$ cat config.mk
export PLATFORM = sky130hd
export DESIGN_NAME = switch_selected_led_pattern_driver_top
export DESIGN_NICKNAME = d
export VERILOG_FILES = /design/src/hdl/sslpd_pkg.sv /design/src/hdl/sslpd_cfg_regs.sv /design/src/hdl/sslpd_core.sv /design/src/hdl/switch_selected_led_pattern_driver_top.sv
export SDC_FILE = /design/constraint.sdc
export NUM_CORES = 1
export LEC_CHECK = 0
export ABC_AREA = 0
export BUFFER_PORTS_ARGS = -buffer_cell sky130_fd_sc_hd__buf_2
export CAP_MARGIN = 20
export CORE_ASPECT_RATIO = 2
export CORE_UTILIZATION = 60
export DETAILED_ROUTE_END_ITERATION = 10
export PLACE_DENSITY = 0.84
export SLEW_MARGIN = 15
export SYNTH_ARGS = -nofsm -noshare
export SYNTH_HDL_FRONTEND = slang
export SYNTH_SLANG_ARGS = --single-unit
export TNS_END_PERCENT = 30
$ cat constraint.sdc
create_clock -name clk_i -period 7.1 [get_ports clk_i]
set_input_delay 0 -clock clk_i [delete_from_list [all_inputs] [get_ports clk_i]]
set_output_delay 0 -clock clk_i [all_outputs]
set_load 0.1 [all_outputs]
$ cat src/hdl/sslpd_pkg.sv
// Package: payload types, register map and reset values for the LED pattern driver.
package sslpd_pkg;

  localparam int unsigned TimeWidthDefault = 32;
  localparam int unsigned CfgWidth         = 16;
  localparam int unsigned CfgIndexWidth    = 3;

  localparam logic [CfgWidth-1:0] BlinkHalfPeriodReset = 16'd500;
  localparam logic [CfgWidth-1:0] PairAOnReset         = 16'd100;
  localparam logic [CfgWidth-1:0] PairAOffReset        = 16'd500;
  localparam logic [CfgWidth-1:0] PairBHalfPeriodReset = 16'd300;
  localparam logic [CfgWidth-1:0] ChaseStepReset       = 16'd500;
  localparam logic [CfgWidth-1:0] HeartbeatOnReset     = 16'd100;
  localparam logic [CfgWidth-1:0] HeartbeatOffReset    = 16'd1900;

  typedef enum logic [CfgIndexWidth-1:0] {
    REG_BLINK_HALF_PERIOD  = 3'd0,
    REG_PAIR_A_ON          = 3'd1,
    REG_PAIR_A_OFF         = 3'd2,
    REG_PAIR_B_HALF_PERIOD = 3'd3,
    REG_CHASE_STEP         = 3'd4,
    REG_HEARTBEAT_ON       = 3'd5,
    REG_HEARTBEAT_OFF      = 3'd6
  } cfg_reg_e;

  typedef enum logic [1:0] {
    MODE_BLINK  = 2'd0,
    MODE_PAIRS  = 2'd1,
    MODE_CHASE  = 2'd2,
    MODE_ALL_ON = 2'd3
  } mode_e;

  typedef struct packed {
    logic [31:0] now_ms;
    logic        switch_one_level;
    logic        switch_two_level;
  } in_t;

  typedef struct packed {
    logic [3:0] led_lit;
    logic       heartbeat_lit;
    logic [1:0] active_mode;
  } out_t;

  typedef struct packed {
    logic [CfgWidth-1:0] blink_half_period_ms;
    logic [CfgWidth-1:0] pair_a_on_ms;
    logic [CfgWidth-1:0] pair_a_off_ms;
    logic [CfgWidth-1:0] pair_b_half_period_ms;
    logic [CfgWidth-1:0] chase_step_ms;
    logic [CfgWidth-1:0] heartbeat_on_ms;
    logic [CfgWidth-1:0] heartbeat_off_ms;
  } cfg_t;

endpackage

$ cat src/hdl/sslpd_cfg_regs.sv
// Configuration register file for the LED pattern driver.
module sslpd_cfg_regs import sslpd_pkg::*; (
  input  logic                     clk_i,
  input  logic                     rst_ni,
  input  logic                     cfg_valid_i,
  output logic                     cfg_ready_o,
  input  logic [CfgIndexWidth-1:0] cfg_index_i,
  input  logic [CfgWidth-1:0]      cfg_data_i,
  output cfg_t                     cfg_o
);

  cfg_t cfg_q, cfg_d;

  assign cfg_ready_o = 1'b1;

  always_comb begin
    cfg_d = cfg_q;
    if (cfg_valid_i) begin
      case (cfg_index_i)
        REG_BLINK_HALF_PERIOD:  cfg_d.blink_half_period_ms  = cfg_data_i;
        REG_PAIR_A_ON:          cfg_d.pair_a_on_ms          = cfg_data_i;
        REG_PAIR_A_OFF:         cfg_d.pair_a_off_ms         = cfg_data_i;
        REG_PAIR_B_HALF_PERIOD: cfg_d.pair_b_half_period_ms = cfg_data_i;
        REG_CHASE_STEP:         cfg_d.chase_step_ms         = cfg_data_i;
        REG_HEARTBEAT_ON:       cfg_d.heartbeat_on_ms       = cfg_data_i;
        REG_HEARTBEAT_OFF:      cfg_d.heartbeat_off_ms      = cfg_data_i;
        default:                cfg_d = cfg_q;
      endcase
    end
  end

  always_ff @(posedge clk_i or negedge rst_ni) begin
    if (!rst_ni) begin
      cfg_q.blink_half_period_ms  <= BlinkHalfPeriodReset;
      cfg_q.pair_a_on_ms          <= PairAOnReset;
      cfg_q.pair_a_off_ms         <= PairAOffReset;
      cfg_q.pair_b_half_period_ms <= PairBHalfPeriodReset;
      cfg_q.chase_step_ms         <= ChaseStepReset;
      cfg_q.heartbeat_on_ms       <= HeartbeatOnReset;
      cfg_q.heartbeat_off_ms      <= HeartbeatOffReset;
    end else begin
      cfg_q <= cfg_d;
    end
  end

  assign cfg_o = cfg_q;

endmodule

$ cat src/hdl/sslpd_core.sv
// Pattern state and next-state logic: mode decode, interval timers, LED and heartbeat updates.
module sslpd_core import sslpd_pkg::*; #(
  parameter int unsigned TIME_WIDTH = TimeWidthDefault
) (
  input  logic clk_i,
  input  logic rst_ni,
  input  logic step_i,
  input  in_t  item_i,
  input  cfg_t cfg_i,
  output out_t result_o
);

  logic [1:0]            prev_mode_q, prev_mode_d;
  logic [3:0]            dark_q, dark_d;
  logic                  phase_q, phase_d;
  logic [1:0]            chase_q, chase_d;
  logic                  hb_dark_q, hb_dark_d;
  logic [TIME_WIDTH-1:0] blink_stamp_q, blink_stamp_d;
  logic [TIME_WIDTH-1:0] pair_a_stamp_q, pair_a_stamp_d;
  logic [TIME_WIDTH-1:0] pair_b_stamp_q, pair_b_stamp_d;
  logic [TIME_WIDTH-1:0] chase_stamp_q, chase_stamp_d;
  logic [TIME_WIDTH-1:0] hb_stamp_q, hb_stamp_d;

  logic [63:0]           now_ext;
  logic [TIME_WIDTH-1:0] now_t;
  logic [1:0]            mode;
  logic                  changed;
  logic [CfgWidth-1:0]   pair_a_lim, hb_lim;
  logic                  blink_exp, pair_a_exp, pair_b_exp, chase_exp, hb_exp;

  function automatic logic expired(input logic [TIME_WIDTH-1:0] now,
                                   input logic [TIME_WIDTH-1:0] stamp,
                                   input logic [CfgWidth-1:0]   lim);
    logic [TIME_WIDTH-1:0] elapsed;
    logic [63:0]           lim_ext;
    elapsed = now - stamp;
    lim_ext = {{(64-CfgWidth){1'b0}}, lim};
    return elapsed >= lim_ext[TIME_WIDTH-1:0];
  endfunction

  assign now_ext = {32'b0, item_i.now_ms};
  assign now_t   = now_ext[TIME_WIDTH-1:0];
  assign mode    = {~item_i.switch_two_level, ~item_i.switch_one_level};
  assign changed = (mode != prev_mode_q);

  always_comb begin
    prev_mode_d    = mode;
    dark_d         = changed ? 4'hF : dark_q;
    phase_d        = changed ? 1'b0 : phase_q;
    chase_d        = changed ? 2'd0 : chase_q;
    blink_stamp_d  = blink_stamp_q;
    pair_a_stamp_d = pair_a_stamp_q;
    pair_b_stamp_d = pair_b_stamp_q;
    chase_stamp_d  = chase_stamp_q;
    hb_stamp_d     = hb_stamp_q;
    hb_dark_d      = hb_dark_q;

    pair_a_lim = dark_d[0] ? cfg_i.pair_a_off_ms : cfg_i.pair_a_on_ms;
    hb_lim     = hb_dark_q ? cfg_i.heartbeat_off_ms : cfg_i.heartbeat_on_ms;
    blink_exp  = expired(now_t, blink_stamp_q, cfg_i.blink_half_period_ms);
    pair_a_exp = expired(now_t, pair_a_stamp_q, pair_a_lim);
    pair_b_exp = expired(now_t, pair_b_stamp_q, cfg_i.pair_b_half_period_ms);
    chase_exp  = expired(now_t, chase_stamp_q, cfg_i.chase_step_ms);
    hb_exp     = expired(now_t, hb_stamp_q, hb_lim);

    case (mode)
      MODE_BLINK: begin
        if (blink_exp) begin
          phase_d       = ~phase_d;
          dark_d        = phase_d ? 4'hF : 4'h0;
          blink_stamp_d = now_t;
        end
      end
      MODE_PAIRS: begin
        if (pair_a_exp) begin
          dark_d[0]      = ~dark_d[0];
          dark_d[2]      = dark_d[0];
          pair_a_stamp_d = now_t;
        end
        if (pair_b_exp) begin
          dark_d         = dark_d ^ 4'hA;
          pair_b_stamp_d = now_t;
        end
      end
      MODE_CHASE: begin
        if (chase_exp) begin
          dark_d        = ~(4'b0001 << chase_d);
          chase_d       = chase_d + 2'd1;
          chase_stamp_d = now_t;
        end
      end
      default: begin
        dark_d = 4'h0;
      end
    endcase

    if (hb_exp) begin
      hb_dark_d  = ~hb_dark_q;
      hb_stamp_d = now_t;
    end

    result_o.led_lit       = ~dark_d;
    result_o.heartbeat_lit = ~hb_dark_d;
    result_o.active_mode   = mode;
  end

  always_ff @(posedge clk_i or negedge rst_ni) begin
    if (!rst_ni) begin
      prev_mode_q    <= MODE_BLINK;
      dark_q         <= 4'hF;
      phase_q        <= 1'b0;
      chase_q        <= 2'd0;
      hb_dark_q      <= 1'b1;
      blink_stamp_q  <= '0;
      pair_a_stamp_q <= '0;
      pair_b_stamp_q <= '0;
      chase_stamp_q  <= '0;
      hb_stamp_q     <= '0;
    end else if (step_i) begin
      prev_mode_q    <= prev_mode_d;
      dark_q         <= dark_d;
      phase_q        <= phase_d;
      chase_q        <= chase_d;
      hb_dark_q      <= hb_dark_d;
      blink_stamp_q  <= blink_stamp_d;
      pair_a_stamp_q <= pair_a_stamp_d;
      pair_b_stamp_q <= pair_b_stamp_d;
      chase_stamp_q  <= chase_stamp_d;
      hb_stamp_q     <= hb_stamp_d;
    end
  end

endmodule

$ cat src/hdl/switch_selected_led_pattern_driver_top.sv
// Top level of the switch-selected LED pattern driver: input register, core and result register.
// Each input beat is one pass of the control loop and yields exactly one result beat. A beat is
// taken into the input register, then processed by the core as it moves into the result
// register, which presents its result until it is taken.
// One beat per cycle is sustained as long as results are taken; the input side stalls only when
// both the input register and the result register hold beats and out_ready_i is low.
// Configuration writes are accepted every cycle and take effect on the next processed beat.
module switch_selected_led_pattern_driver_top import sslpd_pkg::*; #(
  parameter int unsigned TIME_WIDTH = TimeWidthDefault
) (
  input  logic                     clk_i,
  input  logic                     rst_ni,
  input  logic                     in_valid_i,
  output logic                     in_ready_o,
  input  in_t                      in_data_i,
  output logic                     out_valid_o,
  input  logic                     out_ready_i,
  output out_t                     out_data_o,
  input  logic                     cfg_valid_i,
  output logic                     cfg_ready_o,
  input  logic [CfgIndexWidth-1:0] cfg_index_i,
  input  logic [CfgWidth-1:0]      cfg_data_i
);

  cfg_t cfg;
  in_t  in_q;
  out_t out_q, result;
  logic in_valid_q, out_valid_q;
  logic advance;

  assign advance    = in_valid_q && (!out_valid_q || out_ready_i);
  assign in_ready_o = !in_valid_q || advance;

  sslpd_cfg_regs u_cfg_regs (
    .clk_i       (clk_i),
    .rst_ni      (rst_ni),
    .cfg_valid_i (cfg_valid_i),
    .cfg_ready_o (cfg_ready_o),
    .cfg_index_i (cfg_index_i),
    .cfg_data_i  (cfg_data_i),
    .cfg_o       (cfg)
  );

  sslpd_core #(
    .TIME_WIDTH (TIME_WIDTH)
  ) u_core (
    .clk_i    (clk_i),
    .rst_ni   (rst_ni),
    .step_i   (advance),
    .item_i   (in_q),
    .cfg_i    (cfg),
    .result_o (result)
  );

  always_ff @(posedge clk_i or negedge rst_ni) begin
    if (!rst_ni) begin
      in_valid_q  <= 1'b0;
      out_valid_q <= 1'b0;
    end else begin
      if (in_ready_o) begin
        in_valid_q <= in_valid_i;
      end
      if (advance) begin
        out_valid_q <= 1'b1;
      end else if (out_ready_i) begin
        out_valid_q <= 1'b0;
      end
    end
  end

  always_ff @(posedge clk_i) begin
    if (in_valid_i && in_ready_o) begin
      in_q <= in_data_i;
    end
    if (advance) begin
      out_q <= result;
    end
  end

  assign out_valid_o = out_valid_q;
  assign out_data_o  = out_q;

  a_ready_when_empty: assert property (@(posedge clk_i) disable iff (!rst_ni)
    !out_valid_q |-> in_ready_o)
    else $error("input stalled with empty result register");

  a_advance_fills_out: assert property (@(posedge clk_i) disable iff (!rst_ni)
    advance |=> out_valid_q)
    else $error("processed beat lost");

  a_all_on: assert property (@(posedge clk_i) disable iff (!rst_ni)
    (out_valid_q && out_q.active_mode == MODE_ALL_ON) |-> out_q.led_lit == 4'hF)
    else $error("all-on mode with dark LED");

  a_chase_onehot: assert property (@(posedge clk_i) disable iff (!rst_ni)
    (out_valid_q && out_q.active_mode == MODE_CHASE) |-> $onehot0(out_q.led_lit))
    else $error("chase mode lights more than one LED");

endmodule

==> metrics.cfg <==
[timing]
finalHoldViolations = 0
fin_crit_ns = 6.15
fin_crit_sh_pct = 86.7
setup_tns_ns = 0
max_freq_mhz = 163
setup_viol = 0
worst_slack_ns = 0.948
slew_violations = 0
finClkSkew_ns = 0.0202
rsz0062_at_grt = no
maxSlewHeadroom_pct = 25.5
worstMarginPinSlew_ns = 1.12
fin_hold_ws_ns = 0.0578

[clocking]
clk_pin_slew_ns = 0.07
numCtsBuffers = 30
worstSkewPairLatency_ns = 0.60
cts_resized = 0
root_buffer = clkbuf_16
htree_levels = 1
cts_tree = yes
cts.sinks = 325
cts_buffer_depth = 3

[power_and_ir_drop]
cellLeakagePower_nw = 12.1
ir_drop_mv = 0.281
p_per_area_mw_per_mm2 = 330
total_power_mw = 8.97

[synthesis]
synth_cell_type_count = 99
synth-seq-cells = 325
synth_area_leaders = dfrtp_1 25%, ha_1 12%, mux2_2 6.0%, edfxtp_1 5.0%, a21oi_1 4.3%
syn_area_sq_mm = 0.0249
yosysTopAreaCellShare_pct = 24.6
synth_flop_cell = dfrtp_1
async_flop_share_pct = 87.4
synth_enable_flop_cells = 41
yosysSeqAreaShare_pct = 33.7
yosys_warnings = 0
synth_fp_nets = 3037
netlist_instances = 2735
syn_avg_cell_area_sq_um = 9.09
yosysTopAreaCell = dfrtp_1

[finish]
area_growth_pct = 9.45
diodes = 0
nets = 3113
final_util_pct = 66.4
drive_gt1_share_pct = 13.5
fill_cells = 3266

[setup_path]
critical_path.reg2reg.endpoint = u_core.blink_stamp_q[0]$_DFFE_PN0P_
crit_path_end_kind = register
critical_path_class = reg -> reg
r2r_slack_ns = 0.95
crit_fanout = 63
cp.arrival_ns = 6.64
cp-start-kind = register
r2r_start = in_q[2]$_DFFE_PP_
rr_worst_depth = 23
cp.required_ns = 7.59

[routing]
drc = 0
via_per_inst = 6.46
drtIter0Drc = 1358
wl_um = 78000
firstDrtPassIters = 5
num_vias = 21758
postRouteAntennaNets = 0
wl_per_cell_um = 23.1

[placement]
pre_cts_slack_ns = 1.11
gp_congestion = 0.971
port-buffer-count = 66
hpwl_um = 57500

[floorplan]
pin_count = 68
dieWidth_um = 146
fp.dieArea_sq_mm = 0.0423
die_h_um = 290
start_util_pct = 60.6
core-area_sq_mm = 0.0410
row_count = 105

[grt]
grt_usage_pct = 37.2
grt_overflow = 0
antenna_found_initial = 0
grt_max_degree = 184
first_global_vias = 22411
grt_pass1_wl_um = 123000

[job]
max_cap_viol_count = 0

[worst_hold_path]
min_path_type = in -> async

[status]
status = complete, no violations

[placed cells by master (no fill, tap or decap), types with 16 or more instances in the layout]
| cell | netlist | layout |
|---|---|---|
| nor2_1 | 153 | 152 |
| mux2i_1 | 49 | 49 |
| ha_1 | 239 | 239 |
| a21o_1 | 61 | 61 |
| dfstp_2 | 40 | 40 |
| o21bai_1 | 16 | 16 |
| buf_2 | 17 | 65 |
| mux2_1 | 26 | 26 |
| nand4_1 | 53 | 53 |
| a211oi_1 | 30 | 30 |
| mux2_4 | 28 | 28 |
| a21oi_1 | 214 | 214 |
| nand3_1 | 54 | 54 |
| o21ai_1 | 34 | 34 |
| and3_1 | 16 | 16 |
| edfxtp_1 | 41 | 41 |
| o21a_1 | 33 | 33 |
| nand2_1 | 256 | 256 |
| nor2b_1 | 19 | 19 |
| dlygate4sd3_1 | 0 | 54 |
| buf_4 | 7 | 24 |
| dfrtp_1 | 244 | 244 |
| mux2_2 | 133 | 133 |
| nand2b_1 | 33 | 33 |
| a31oi_1 | 23 | 23 |
| o211ai_1 | 33 | 33 |
| nor3_1 | 49 | 47 |
| xor2_1 | 37 | 37 |
| xnor2_1 | 61 | 61 |
| clkbuf_16 | 0 | 32 |
| inv_1 | 247 | 247 |
| o21ai_0 | 178 | 178 |
[cell type report]
type | instances | area, sq um | area share, %
Sequential cell | 325 | 8390 | 30.8
Clock buffer | 37 | 850 | 3.12
Inverter | 247 | 927 | 3.41
Clock inverter | 19 | 185 | 0.681
Tap cell | 535 | 669 | 2.46
Timing Repair Buffer | 145 | 1080 | 3.97
Multi-Input combinational cell | 2062 | 15100 | 55.5
[routing by layer]
layer / vias up / GRT usage (%) / part of all wire (%)
li1: 10082 / - / -
met1: 10528 / 39.7 / 36
met2: 823 / 65.5 / 50
met3: 325 / 5.08 / 5.2
met4: 0 / 29.7 / 9.1
met5: - / 0 / 0
[what timing repair did]
item / 4_1_cts / 5_1_grt
hold buffers: 54 / 0
buffers inserted: 0 / 0
endpoints found under the setup margin: 0 / 0
hold endpoints to repair: 249 / 0
[metrics by stage]
stage	instance area, sq um	instances
finish	27200	3370
global route	27200	3370
CTS	27200	3370
detailed placement	25600	3260
global placement	25600	3260
floorplan	24900	2735
[flip-flops by register name, summed over array words and instances (netlist names)]
register,flops
in_q,34
in_valid_q,1
out_data_o,7
out_valid_o,1
u_cfg_regs.cfg_o,112
u_core.blink_stamp_q,32
u_core.chase_q,2
u_core.chase_stamp_q,32
u_core.dark_q,4
u_core.hb_dark_q,1
u_core.hb_stamp_q,32
u_core.pair_a_stamp_q,32
u_core.pair_b_stamp_q,32
u_core.phase_q,1
u_core.prev_mode_q,2
[worst max-delay path, cell delays in order, from the launching register on]
cell       delay, ns
edfxtp_1        0.47
inv_1           0.24
ha_1            0.22
inv_1           0.07
fa_1            0.43
a211oi_1        0.27
o211ai_1        0.19
a21boi_0        0.33
o21ai_0         0.21
a21o_1          0.23
a21oi_1         0.18
xnor2_1         0.09
ha_1            0.18
a21oi_1         0.14
o21ai_0         0.10
a2111oi_0       0.43
o211ai_1        0.15
a2111o_1        0.36
nor4_1          0.28
nand4_1         0.20
nor4_4          0.50
nor3_4          0.07
buf_4           0.32
mux2_2          0.34
[where the power goes]
group / leakage, nW / switching (mW) / total [mW] / internal, mW
Clock: 0.485 / 0.805 / 1.74 / 0.935
Sequential: 3.74 / 0.255 / 2.57 / 2.32
Combinational: 7.84 / 2.79 / 4.66 / 1.87
Total: 12.1 / 3.85 / 8.97 / 5.12
[worst max-delay path by stage]
| stage | to | depth (start not counted) | from |
|---|---|---|---|
| 6_report | u_core.blink_stamp_q[0]$_DFFE_PN0P_ | 23 | in_q[2]$_DFFE_PP_ |
| 3_3_place_gp | u_core.pair_a_stamp_q[0]$_DFFE_PN0P_ | 19 | in_q[9]$_DFFE_PP_ |
| 5_1_grt | u_core.blink_stamp_q[0]$_DFFE_PN0P_ | 23 | in_q[2]$_DFFE_PP_ |
| 3_5_place_dp | u_core.chase_stamp_q[29]$_DFFE_PN0P_ | 19 | in_q[6]$_DFFE_PP_ |
| 2_1_floorplan | out_data_o[6]$_DFFE_PP_ | 23 | in_q[2]$_DFFE_PP_ |
| 4_1_cts | u_core.chase_stamp_q[25]$_DFFE_PN0P_ | 19 | in_q[6]$_DFFE_PP_ |
[cell families (layout without fill, tap and decap cells)]
kind of cell	count (synthesis)	count (layout)	share of synthesized area [%]
compound gates	762	762	19.6
xor+xnor	98	98	3.45
fa+ha+maj	244	244	12.4
buf+inv	348	448	5.64
flops	325	325	33.7
mux	236	236	10.9
other cells	1	1	0.0151
simple gates	721	721	14.2
[cell usage after synthesis, types with 17 or more instances]
master and count:
a31oi_1 23, nor2_1 153, nand3_1 54, ha_1 239, inv_1 247, clkbuf_1 69
o21ai_0 178, xnor2_1 61, nor3_1 49, mux2i_1 49, nor2b_1 19, xor2_1 37
dfstp_2 40, nand2b_1 33, mux2_4 28, edfxtp_1 41, o211ai_1 33, nand4_1 53
a21oi_1 214, buf_2 17, o21ai_1 34, o21a_1 33, a211oi_1 30, a21o_1 61
mux2_1 26, mux2_2 133, nand2_1 256, dfrtp_1 244
Note: power is estimated with default switching activity, not from simulation.
